## src/hw/rtl/rbra_pkg.sv

```systemverilog
`timescale 1ns / 1ps
`default_nettype none
// ----------------------------------------------------------------------------
// rbra_pkg
// Shared widths, codes and datapath control types for the recent-average ring.
// ----------------------------------------------------------------------------
package rbra_pkg;

  localparam int VALUE_W   = 32;               // Q23.8 sample and mean
  localparam int NS_W      = 30;               // nanoseconds field
  localparam int COUNT_W   = 7;                // window and used count
  localparam int SUM_W     = VALUE_W + COUNT_W; // exact sum of up to 127 samples
  localparam int DEPTH_DEF = 64;

  // -1.0 in Q23.8
  localparam logic [VALUE_W-1:0] MINUS_ONE_Q8 = 32'hFFFF_FF00;

  // item kinds
  localparam logic KIND_APPEND = 1'b0;
  localparam logic KIND_QUERY  = 1'b1;

  // shared unit operations
  typedef logic [2:0] op_t;
  localparam op_t OP_HOLD  = 3'd0;
  localparam op_t OP_CLEAR = 3'd1;
  localparam op_t OP_ADD   = 3'd2;
  localparam op_t OP_ABS   = 3'd3;
  localparam op_t OP_DIV   = 3'd4;
  localparam op_t OP_SIGN  = 3'd5;

  typedef struct packed {
    op_t                op;
    logic [COUNT_W-1:0] divisor;
  } dp_ctl_t;

endpackage
`default_nettype wire

```

## src/hw/rtl/rbra_store.sv

```systemverilog
`timescale 1ns / 1ps
`default_nettype none
// ----------------------------------------------------------------------------
// rbra_store
// Sample memory: one write port, one registered read port. Each word holds
// the entry's valid flag above its value.
// ----------------------------------------------------------------------------
module rbra_store
  import rbra_pkg::*;
#(
  parameter int DEPTH = DEPTH_DEF,
  localparam int PW   = $clog2(DEPTH)
) (
  input  wire logic             clk,
  input  wire logic             we,
  input  wire logic [PW-1:0]    waddr,
  input  wire logic [VALUE_W:0] wdata,
  input  wire logic [PW-1:0]    raddr,
  output logic      [VALUE_W:0] rdata
);

  logic [VALUE_W:0] mem [DEPTH];

  // write and registered read
  always_ff @(posedge clk) begin
    if (we) begin
      mem[waddr] <= wdata;
    end
    rdata <= mem[raddr];
  end

endmodule
`default_nettype wire

```

## src/hw/rtl/rbra_datapath.sv

```systemverilog
`timescale 1ns / 1ps
`default_nettype none
// ----------------------------------------------------------------------------
// rbra_datapath
// Accumulator and restoring divider around one shared add/subtract unit.
// The accumulator holds the sum, then its magnitude, then the quotient, then the signed mean.
// ----------------------------------------------------------------------------
module rbra_datapath
  import rbra_pkg::*;
(
  input  wire logic                      clk,
  input  wire dp_ctl_t                   ctl,
  input  wire logic signed [VALUE_W-1:0] rd_value,
  output logic             [VALUE_W-1:0] quot
);

  localparam int AW = SUM_W + 1;

  logic [SUM_W-1:0]   acc;
  logic [COUNT_W-1:0] rem;
  logic               neg;

  logic [AW-1:0] op_a;
  logic [AW-1:0] op_b;
  logic          sub;
  logic [AW-1:0] res;
  logic [COUNT_W:0] shifted;

  assign shifted = {rem, acc[SUM_W-1]};

  // operand select for the shared adder
  always_comb begin
    op_a = '0;
    op_b = '0;
    sub  = 1'b0;
    case (ctl.op)
      OP_ADD: begin
        op_a = {acc[SUM_W-1], acc};
        op_b = AW'(rd_value);
      end
      OP_ABS, OP_SIGN: begin
        op_b = {acc[SUM_W-1], acc};
        sub  = 1'b1;
      end
      OP_DIV: begin
        op_a = AW'(shifted);
        op_b = AW'(ctl.divisor);
        sub  = 1'b1;
      end
      default: begin
        op_a = '0;
      end
    endcase
  end

  assign res = op_a + (sub ? ~op_b : op_b) + AW'(sub);

  // register update
  always_ff @(posedge clk) begin
    case (ctl.op)
      OP_CLEAR: begin
        acc <= '0;
        rem <= '0;
        neg <= 1'b0;
      end
      OP_ADD: begin
        acc <= res[SUM_W-1:0];
      end
      OP_ABS: begin
        neg <= acc[SUM_W-1];
        rem <= '0;
        if (acc[SUM_W-1]) begin
          acc <= res[SUM_W-1:0];
        end
      end
      OP_DIV: begin
        // borrow clear: divisor fits, set quotient bit
        if (!res[AW-1]) begin
          rem <= res[COUNT_W-1:0];
          acc <= {acc[SUM_W-2:0], 1'b1};
        end else begin
          rem <= shifted[COUNT_W-1:0];
          acc <= {acc[SUM_W-2:0], 1'b0};
        end
      end
      OP_SIGN: begin
        if (neg) begin
          acc <= res[SUM_W-1:0];
        end
      end
      default: begin
        acc <= acc;
      end
    endcase
  end

  assign quot = acc[VALUE_W-1:0];

endmodule
`default_nettype wire

```

## src/hw/rtl/ring_buffer_recent_average_top.sv

```systemverilog
`timescale 1ns / 1ps
`default_nettype none
// ----------------------------------------------------------------------------
// ring_buffer_recent_average_top
// Ring of timed Q23.8 samples with a mean over the most recent entries.
// ----------------------------------------------------------------------------
// Input channel (in_valid/in_ready) carries one word per item. kind selects
// append or query. An append with an all-zero timestamp is dropped; otherwise
// it is written at the write pointer, marked empty if seconds are negative,
// and gives no result.
// A query walks back over min(window_count, DEPTH) slots, one memory read per
// cycle, then divides the sum by the number of live entries found, one
// quotient bit per cycle on the shared adder. in_ready is low from the query
// until its result word is loaded into the output register.
// The result word (mean_value, used_count, none_found) sits in an output
// register on out_valid/out_ready. Appends keep being taken while it waits;
// a following query finishes its work and then holds until the word is taken.
// Reset clears the write pointer, the fill count and the output valid. Slots
// not written since reset read as empty through the fill count, so no
// clearing pass is needed and the block is ready right after reset.
// ----------------------------------------------------------------------------
module ring_buffer_recent_average_top
  import rbra_pkg::*;
#(
  parameter int DEPTH = DEPTH_DEF
) (
  input  wire logic                      clk,
  input  wire logic                      rst,
  input  wire logic                      in_valid,
  output logic                           in_ready,
  input  wire logic                      kind,
  input  wire logic signed [VALUE_W-1:0] sample_value,
  input  wire logic signed [VALUE_W-1:0] stamp_seconds,
  input  wire logic        [NS_W-1:0]    stamp_nanoseconds,
  input  wire logic        [COUNT_W-1:0] window_count,
  output logic                           out_valid,
  input  wire logic                      out_ready,
  output logic signed      [VALUE_W-1:0] mean_value,
  output logic             [COUNT_W-1:0] used_count,
  output logic                           none_found
);

  localparam int PW = $clog2(DEPTH);
  localparam int FW = $clog2(DEPTH + 1);

  localparam logic [2:0] S_IDLE  = 3'd0;
  localparam logic [2:0] S_WALK  = 3'd1;
  localparam logic [2:0] S_CHECK = 3'd2;
  localparam logic [2:0] S_DIV   = 3'd3;
  localparam logic [2:0] S_SIGN  = 3'd4;
  localparam logic [2:0] S_OUT   = 3'd5;

  logic [2:0]         state;
  logic [PW-1:0]      wp;
  logic [FW-1:0]      fill;
  logic [FW-1:0]      avail;
  logic [PW-1:0]      rd_addr;
  logic [COUNT_W-1:0] cnt;
  logic [COUNT_W-1:0] used;
  logic               pend;
  logic               none;

  logic               in_acc;
  logic               do_append;
  logic [VALUE_W:0]   rdata;
  logic               take;
  dp_ctl_t            ctl;
  logic [VALUE_W-1:0] quot;

  assign in_ready  = (state == S_IDLE);
  assign in_acc    = in_valid && in_ready;
  assign do_append = in_acc && (kind == KIND_APPEND)
                     && !((stamp_seconds == '0) && (stamp_nanoseconds == '0));
  // returned word from the slot issued last cycle counts
  assign take      = (state == S_WALK) && pend && rdata[VALUE_W];

  rbra_store #(.DEPTH(DEPTH)) u_store (
    .clk   (clk),
    .we    (do_append),
    .waddr (wp),
    .wdata ({!stamp_seconds[VALUE_W-1], sample_value}),
    .raddr (rd_addr),
    .rdata (rdata)
  );

  // shared unit control
  always_comb begin
    ctl.op      = OP_HOLD;
    ctl.divisor = used;
    unique case (state)
      S_IDLE: begin
        if (in_acc && (kind == KIND_QUERY)) ctl.op = OP_CLEAR;
      end
      S_WALK: begin
        if (take) ctl.op = OP_ADD;
      end
      S_CHECK: begin
        if (used != '0) ctl.op = OP_ABS;
      end
      S_DIV:  ctl.op = OP_DIV;
      S_SIGN: ctl.op = OP_SIGN;
      S_OUT:  ctl.op = OP_HOLD;
      default: ctl.op = OP_HOLD;
    endcase
  end

  rbra_datapath u_dp (
    .clk      (clk),
    .ctl      (ctl),
    .rd_value (rdata[VALUE_W-1:0]),
    .quot     (quot)
  );

  // sequencer
  always_ff @(posedge clk) begin
    if (rst) begin
      state     <= S_IDLE;
      wp        <= '0;
      fill      <= '0;
      pend      <= 1'b0;
      out_valid <= 1'b0;
    end else begin
      // word taken; the output state loads its own word below
      if (out_valid && out_ready && (state != S_OUT)) out_valid <= 1'b0;

      unique case (state)
        S_IDLE: begin
          if (do_append) begin
            wp <= (wp == PW'(DEPTH - 1)) ? '0 : wp + 1'b1;
            if (fill != FW'(DEPTH)) fill <= fill + 1'b1;
          end
          if (in_acc && (kind == KIND_QUERY)) begin
            cnt     <= (int'(window_count) > DEPTH) ? COUNT_W'(DEPTH) : window_count;
            rd_addr <= (wp == '0) ? PW'(DEPTH - 1) : wp - 1'b1;
            avail   <= fill;
            used    <= '0;
            pend    <= 1'b0;
            state   <= S_WALK;
          end
        end
        S_WALK: begin
          if (take) used <= used + 1'b1;
          if (cnt != '0) begin
            // issue the next older slot; written only if within the fill
            pend    <= (avail != '0);
            if (avail != '0) avail <= avail - 1'b1;
            rd_addr <= (rd_addr == '0) ? PW'(DEPTH - 1) : rd_addr - 1'b1;
            cnt     <= cnt - 1'b1;
          end else begin
            pend  <= 1'b0;
            state <= S_CHECK;
          end
        end
        S_CHECK: begin
          none <= (used == '0);
          if (used == '0) begin
            state <= S_OUT;
          end else begin
            cnt   <= COUNT_W'(SUM_W);
            state <= S_DIV;
          end
        end
        S_DIV: begin
          cnt <= cnt - 1'b1;
          if (cnt == COUNT_W'(1)) state <= S_SIGN;
        end
        S_SIGN: begin
          state <= S_OUT;
        end
        S_OUT: begin
          if (!out_valid || out_ready) begin
            out_valid  <= 1'b1;
            mean_value <= none ? MINUS_ONE_Q8 : quot;
            used_count <= used;
            none_found <= none;
            state      <= S_IDLE;
          end
        end
        default: state <= S_IDLE;
      endcase
    end
  end

  // checks
  a_none_count: assert property (@(posedge clk) disable iff (rst)
    out_valid |-> (none_found == (used_count == '0)))
    else $error("none_found disagrees with used_count");

  a_none_mean: assert property (@(posedge clk) disable iff (rst)
    (out_valid && none_found) |-> (mean_value == MINUS_ONE_Q8))
    else $error("empty result without -1.0 mean");

  a_query_busy: assert property (@(posedge clk) disable iff (rst)
    (in_valid && in_ready && (kind == KIND_QUERY)) |=> !in_ready)
    else $error("query did not hold off the input");

  a_fill_bound: assert property (@(posedge clk) disable iff (rst)
    (int'(fill) <= DEPTH) && (int'(avail) <= DEPTH || state == S_IDLE))
    else $error("fill count beyond depth");

endmodule
`default_nettype wire

```

## config.mk

```make
export PLATFORM = sky130hd
export DESIGN_NAME = ring_buffer_recent_average_top
export DESIGN_NICKNAME = d
export VERILOG_FILES = /design/src/hw/rtl/rbra_pkg.sv /design/src/hw/rtl/rbra_store.sv /design/src/hw/rtl/rbra_datapath.sv /design/src/hw/rtl/ring_buffer_recent_average_top.sv
export SDC_FILE = /design/constraint.sdc
export NUM_CORES = 2
export LEC_CHECK = 0
export ABC_AREA = 1
export BUFFER_PORTS_ARGS = -buffer_cell sky130_fd_sc_hd__buf_2
export CAP_MARGIN = 20
export CORE_ASPECT_RATIO = 2
export CORE_UTILIZATION = 53
export CTS_CLUSTER_DIAMETER = 60
export CTS_CLUSTER_SIZE = 14
export DETAILED_ROUTE_END_ITERATION = 10
export HOLD_SLACK_MARGIN = 0.12
export PLACE_DENSITY_LB_ADDON = 0.25
export REMOVE_ABC_BUFFERS = 1
export SYNTH_ARGS = -nofsm -noshare
export SYNTH_HDL_FRONTEND = slang
export SYNTH_HIERARCHICAL = 1
export SYNTH_SLANG_ARGS = --single-unit
```

## constraint.sdc

```tcl
create_clock -name clk -period 12.15 [get_ports clk]
set_clock_uncertainty 0.15 [all_clocks]
set_input_delay 2.43 -clock clk [delete_from_list [all_inputs] [get_ports clk]]
set_output_delay 2.43 -clock clk [all_outputs]
set_load 0.03 [all_outputs]
```

# After elaboration in Yosys (flattened, before gate mapping)
# Memories as Yosys holds them, arrays and structs flattened. A register that Yosys moved wholly into a read port is not among the register bits.
# Index checks and enable logic that the tools add are counted.
dict set report classes {
  addsub 9
  mul 0
  n_div 0
  magnitude_cmp 1
  eq_ne 24
  shifts 0
  muxes 47
  n_bitwise 3
  n_reduce_logical 42
}
# op count
set ops {}
lappend ops {{$pmux W39 S5} 1}
lappend ops {{$pmux W40 S3} 1}
lappend ops {{$pmux W40 S2} 1}
lappend ops {{$mux W39} 2}
lappend ops {{$mux W7} 10}
lappend ops {{$pmux W7 S2} 3}
lappend ops {{$add A40 B1 Y40} 1}
lappend ops {{$add A40 B40 Y40} 1}
lappend ops {{$mux W40} 1}
lappend ops {{$not A40 Y40} 1}
lappend ops {{$logic_not A32 Y1} 1}
lappend ops {{$logic_not A30 Y1} 1}
lappend ops {{$mux W6} 5}
lappend ops {{$pmux W7 S4} 1}
lappend ops {{$reduce_bool A7 Y1} 3}
lappend ops {{$pmux W3 S6} 1}
lappend ops {{$mux W3} 5}
lappend ops {{$pmux W3 S5} 1}
lappend ops {{$add A7 B1 Y7 const B} 2}
lappend ops {{$sub A7 B1 Y7 const B} 2}
lappend ops {{$eq A3 B2 Y1 const B} 4}
lappend ops {{$eq A3 B3 Y1 const B} 4}
lappend ops {{$logic_not A6 Y1} 2}
lappend ops {{$pmux W6 S2} 1}
lappend ops {{28 further kinds} 71}
dict set report word_totals {
  register_bits 133
  latchBits 0
  mem_bits_rw 2112
  romBits 0
  output_inout_bits 42
  wordCells 144
  n_memories 1
}
# name depth width read_ports rd_clocked_by_memory_dff write_ports line
set memory_table {}
lappend memory_table {u_store.mem 64 33 1 1 1 rbra_store.sv:22} ;# logic [VALUE_W:0] mem [DEPTH];

# Logic depth before layout (Yosys ltp)
dict set report logic_depth {
  ltp_word 14
  depth_mapped 29
  ltp_nobuf 29
}

# Cells and area by module
# Netlist, hierarchy kept.
# module n_inst cells_per_inst area_per_inst_um2
set by_module_without_submodules {}
lappend by_module_without_submodules {rbra_store 1 6980 85714.7}
lappend by_module_without_submodules {rbra_datapath 1 902 5793.1}
lappend by_module_without_submodules {ring_buffer_recent_average_top 1 490 4515.6}

# Worst setup path after synthesis
# No wires, ideal clock.
dict set report synth_path {
  path_kind {input-to-reg}
  startpoint {input port stamp_seconds[1]}
  endpoint {memory u_store/mem[48][0] (netlist name), enable pin}
  setup_time_ns 0.507
  arrival_ns 6.630
  required_time_ns 11.493
  path_slack_ns 4.863
  stages 10
  n_path_buf 1
  path_cell_list {or2_1 nor2_1 nand2_1 nor2_1 nand2_1 nand2_2 inv_1 clkbuf_1 nand4_1 nor4_1}
}
dict set report synth_between {
  elab_chain_cells 6
}
# element line
set synth_rtl {}
lappend synth_rtl {{start: declaration} ring_buffer_recent_average_top.sv:33} ;# input wire logic signed [VALUE_W-1:0] stamp_seconds,
lappend synth_rtl {{$logic_not A32 Y1} ring_buffer_recent_average_top.sv:73} ;# && !((stamp_seconds == '0) && (stamp_nanoseconds == '0));
lappend synth_rtl {{$logic_and A1 B1 Y1} ring_buffer_recent_average_top.sv:73}
lappend synth_rtl {{$logic_not A1 Y1} ring_buffer_recent_average_top.sv:73}
lappend synth_rtl {{$logic_and A1 B1 Y1} ring_buffer_recent_average_top.sv:73}
lappend synth_rtl {{via do_append} ring_buffer_recent_average_top.sv:64} ;# logic do_append;
lappend synth_rtl {{$mux W1} rbra_store.sv:26} ;# if (we) begin
lappend synth_rtl {{$mux W1 (not written as such)} rbra_store.sv:27} ;# mem[waddr] <= wdata;
lappend synth_rtl {{end: declaration} rbra_store.sv:22}
# The timed path passes the listed nets, and every way through them passes these cells.

==> reports/metrics.yaml <==
die:
  rows: 220
  die_width_um: 303.0
  die_area_um2: 183000
  io_pins: 148
  fp.dieH_um: 604.0
  core_um2: 179700
  start_util: 0.5342
cts:
  post-cts-setup-buffers: 0
  clock_sinks: 2278
  cts_buffers: 190
  cts_tree: "built"
  clkLatencyLatePin_ns: 0.80
  hold_buffers: 0
  htreeDepth: 4
  clk_pin_slew_ns: 0.07
  clockRootBuffer: "clkbuf_16"
  ctsResizeCount: 0
  clockBufferDepth: 4
worst_setup_path:
  crit_type: "in2reg"
  arrival_ns: 6.96
  startpoint_type: "input pin"
  cp.required_ns: 12.57
  critPathCaptureType: "register"
  critPathMaxFanout: 38
detailed_routing:
  drtPass1Iterations: 8
  route.antenna.remaining_nets: 0
  wl_um: 277900
  drt-vias-per-instance: 6.107
  vias: 65550
  wire_per_inst_um: 25.89
  first_iter_violations: 7867
  drc: 0
synth:
  yosys-top-cells-area: "edfxtp_1, nand3_1, nand2_1"
  synthFlopType: "edfxtp_1"
  netlist.area_leader.share: 0.6964
  syn_area_um2: 96020
  syn_inst: 8372
  ys_seq_elements: 2278
  yosys_warnings: 6
  ys_seq_area_frac: 0.7071
  syn_area_per_cell_um2: 11.47
  yosys.area.top_type: "edfxtp_1"
  synth.distinct_cells: 61
  async_reset_ff_frac: 0
  synth_edf_count: 2227
grt:
  antenna_found_initial: 9
  track_usage: 0.3009
  grt_max_degree: 215
  grt-ovfl-total: 0
  grt_pass1_wl_um: 403000
  grt_pass1_vias: 63400
timing:
  worst_pin_slew_ns: 1.162
  hold_viol: 0
  slew_viol_final: 0
  slew_headroom: 0.2252
  min_period_over_period: 0.5384
  max_freq_mhz: 152.9
  min_period_ns: 6.542
  setup_violations: 0
  rsz0062_at_grt: "no"
finish:
  post-route-util: 0.5761
  syn2layout_area_growth_pct: 7.834
  nFillCells: 14270
  nets: 8501
  multi_input_area_um2: 24730
  regArea_um2: 67900
  drive_above_1_share: 0.07725
outcome:
  status: "complete, no violations"
pwr:
  peakVddDrop_uv: 158.1
  power_mw: 18.86
  power_leakage_nw: 36.85
  power_density_nw_per_um2: 182.1
flow_run:
  cap_violations: 0
placement:
  dp_hpwl_um: 152600
  routabilityCongestion: 0.9492
  port_buffers: 147
hold_path:
  hold_class: "reg2reg"
cells by family (layout without fill, tap and decap cells):
kind of cell	Yosys count	count (layout)	share of synthesized area
XOR/XNOR	40	40	0.003648
AND/OR/NAND/NOR	4998	4998	0.2260
multiplexers	1	1	0.0001042
buffers and inverters	734	763	0.04045
other	0	2	0
flip-flops	2278	2278	0.7071
adder cells (fa/ha/maj)	52	52	0.006854
AO/OA/AOI/OAI	269	269	0.01583
metal layers:
| layer | share of wire | global-route usage |
|---|---|---|
| met4 | 0.065 | 0.1811 |
| met1 | 0.34 | 0.3546 |
| met3 | 0.082 | 0.03746 |
| met5 | 0.000094 | 0 |
| met2 | 0.51 | 0.5218 |
cell usage in the layout (no fill, tap or decap), types with 12 or more instances in the layout:
cell       instances
buf_4            151
or2_2             26
nand3_1         2021
nand2_1         2594
nand4_1           31
nand2_2           12
nor2_1           197
edfxtp_1        2227
o21bai_1          12
o21ai_0          106
buf_2            147
a21oi_1           83
dfxtp_1           51
xor2_1            19
nor3_1            17
nor2_4            58
o22ai_1           16
clkbuf_1          52
clkbuf_16        193
inv_1            189
ha_1              51
xnor2_1           21
path summary, 6_finish.rpt:
path	startpoint	end	slack, ns	cells past startpoint
hold reg to reg	pend$_SDFFE_PP0P_	pend$_SDFFE_PP0P_	0.35	2
setup reg to reg	used[1]$_SDFFCE_PN0P_	u_dp/acc[26]$_DFFE_PP_	6.38	20
hold / removal	pend$_SDFFE_PP0P_	pend$_SDFFE_PP0P_	0.35	2
setup / recovery	kind	u_dp/acc[26]$_DFFE_PP_	5.61	18
cell usage after synthesis, drive strengths merged (2+ instances only):
cell / instances
a211oi: 6
a21boi: 2
a21o: 9
a21oi: 83
a22oi: 4
a31o: 2
a31oi: 8
buf: 423
clkbuf: 108
clkinv: 4
dfxtp: 51
edfxtp: 2227
ha: 51
inv: 199
nand2: 2609
nand3: 2028
nand3b: 6
nand4: 31
nor2: 259
nor3: 21
nor3b: 2
nor4: 15
o211ai: 3
o21a: 3
o21ai: 113
o21bai: 12
o22ai: 16
o31ai: 3
or2: 27
xnor2: 21
xor2: 19
sequential cells by signal (all words and copies together) (netlist names), 7 cells and up:
signal	flops
u_store/mem	2112
used	7
u_store/rdata	33
u_dp/acc	39
cnt	7
mean_value	32
avail	7
fill	7
u_dp/rem	7
used_count	7
cell type report:
| type | count | area share |
|---|---|---|
| Inverter | 203 | 0.007782 |
| Tap cell | 2331 | 0.02817 |
| Antenna cell | 2 | 0.00004833 |
| Sequential cell | 2278 | 0.6557 |
| Clock inverter | 4 | 0.0003625 |
| Clock buffer | 246 | 0.04866 |
| Timing Repair Buffer | 310 | 0.02045 |
| Multi-Input combinational cell | 5360 | 0.2388 |
stage by stage:
step | hold slack (ns) | TNS (ns) | cell area, um2 | std cells | setup WS, ns
global placement | 0.3325 | 0 | 98400 | 10480 | 4.832
detailed placement | 0.3404 | 0 | 98400 | 10480 | 4.821
global route | 0.3869 | 0 | 103500 | 10730 | 5.440
floorplan | 0.2980 | -1144.28 | 92910 | 7841 | -33.50
CTS | 0.3496 | 0 | 103500 | 10730 | 5.690
finish | 0.3549 | 0 | 103500 | 10730 | 5.608
power by group:
group	total [mW]	internal (mW)	leakage, nW	switching (mW)
Combinational	4.32	1.12	13.9	3.21
Clock	5.49	2.87	2.46	2.62
Sequential	9.05	8.90	20.5	0.149
Total	18.9	12.9	36.8	5.98
critical path, stage by stage:
cell,delay [ns]
buf_2,0.14
nand3_1,0.14
nand3_1,0.29
nor3_4,0.26
buf_4,0.41
inv_1,0.08
buf_4,0.30
o21ai_0,0.24
ha_1,0.26
nand2_1,0.12
o21ai_0,0.24
a21oi_1,0.16
o21ai_0,0.65
nand2_1,0.26
a21oi_1,0.53
o21ai_0,0.15
nand3b_1,0.13
nand2_1,0.08
Power figures use the tool's default switching activity.
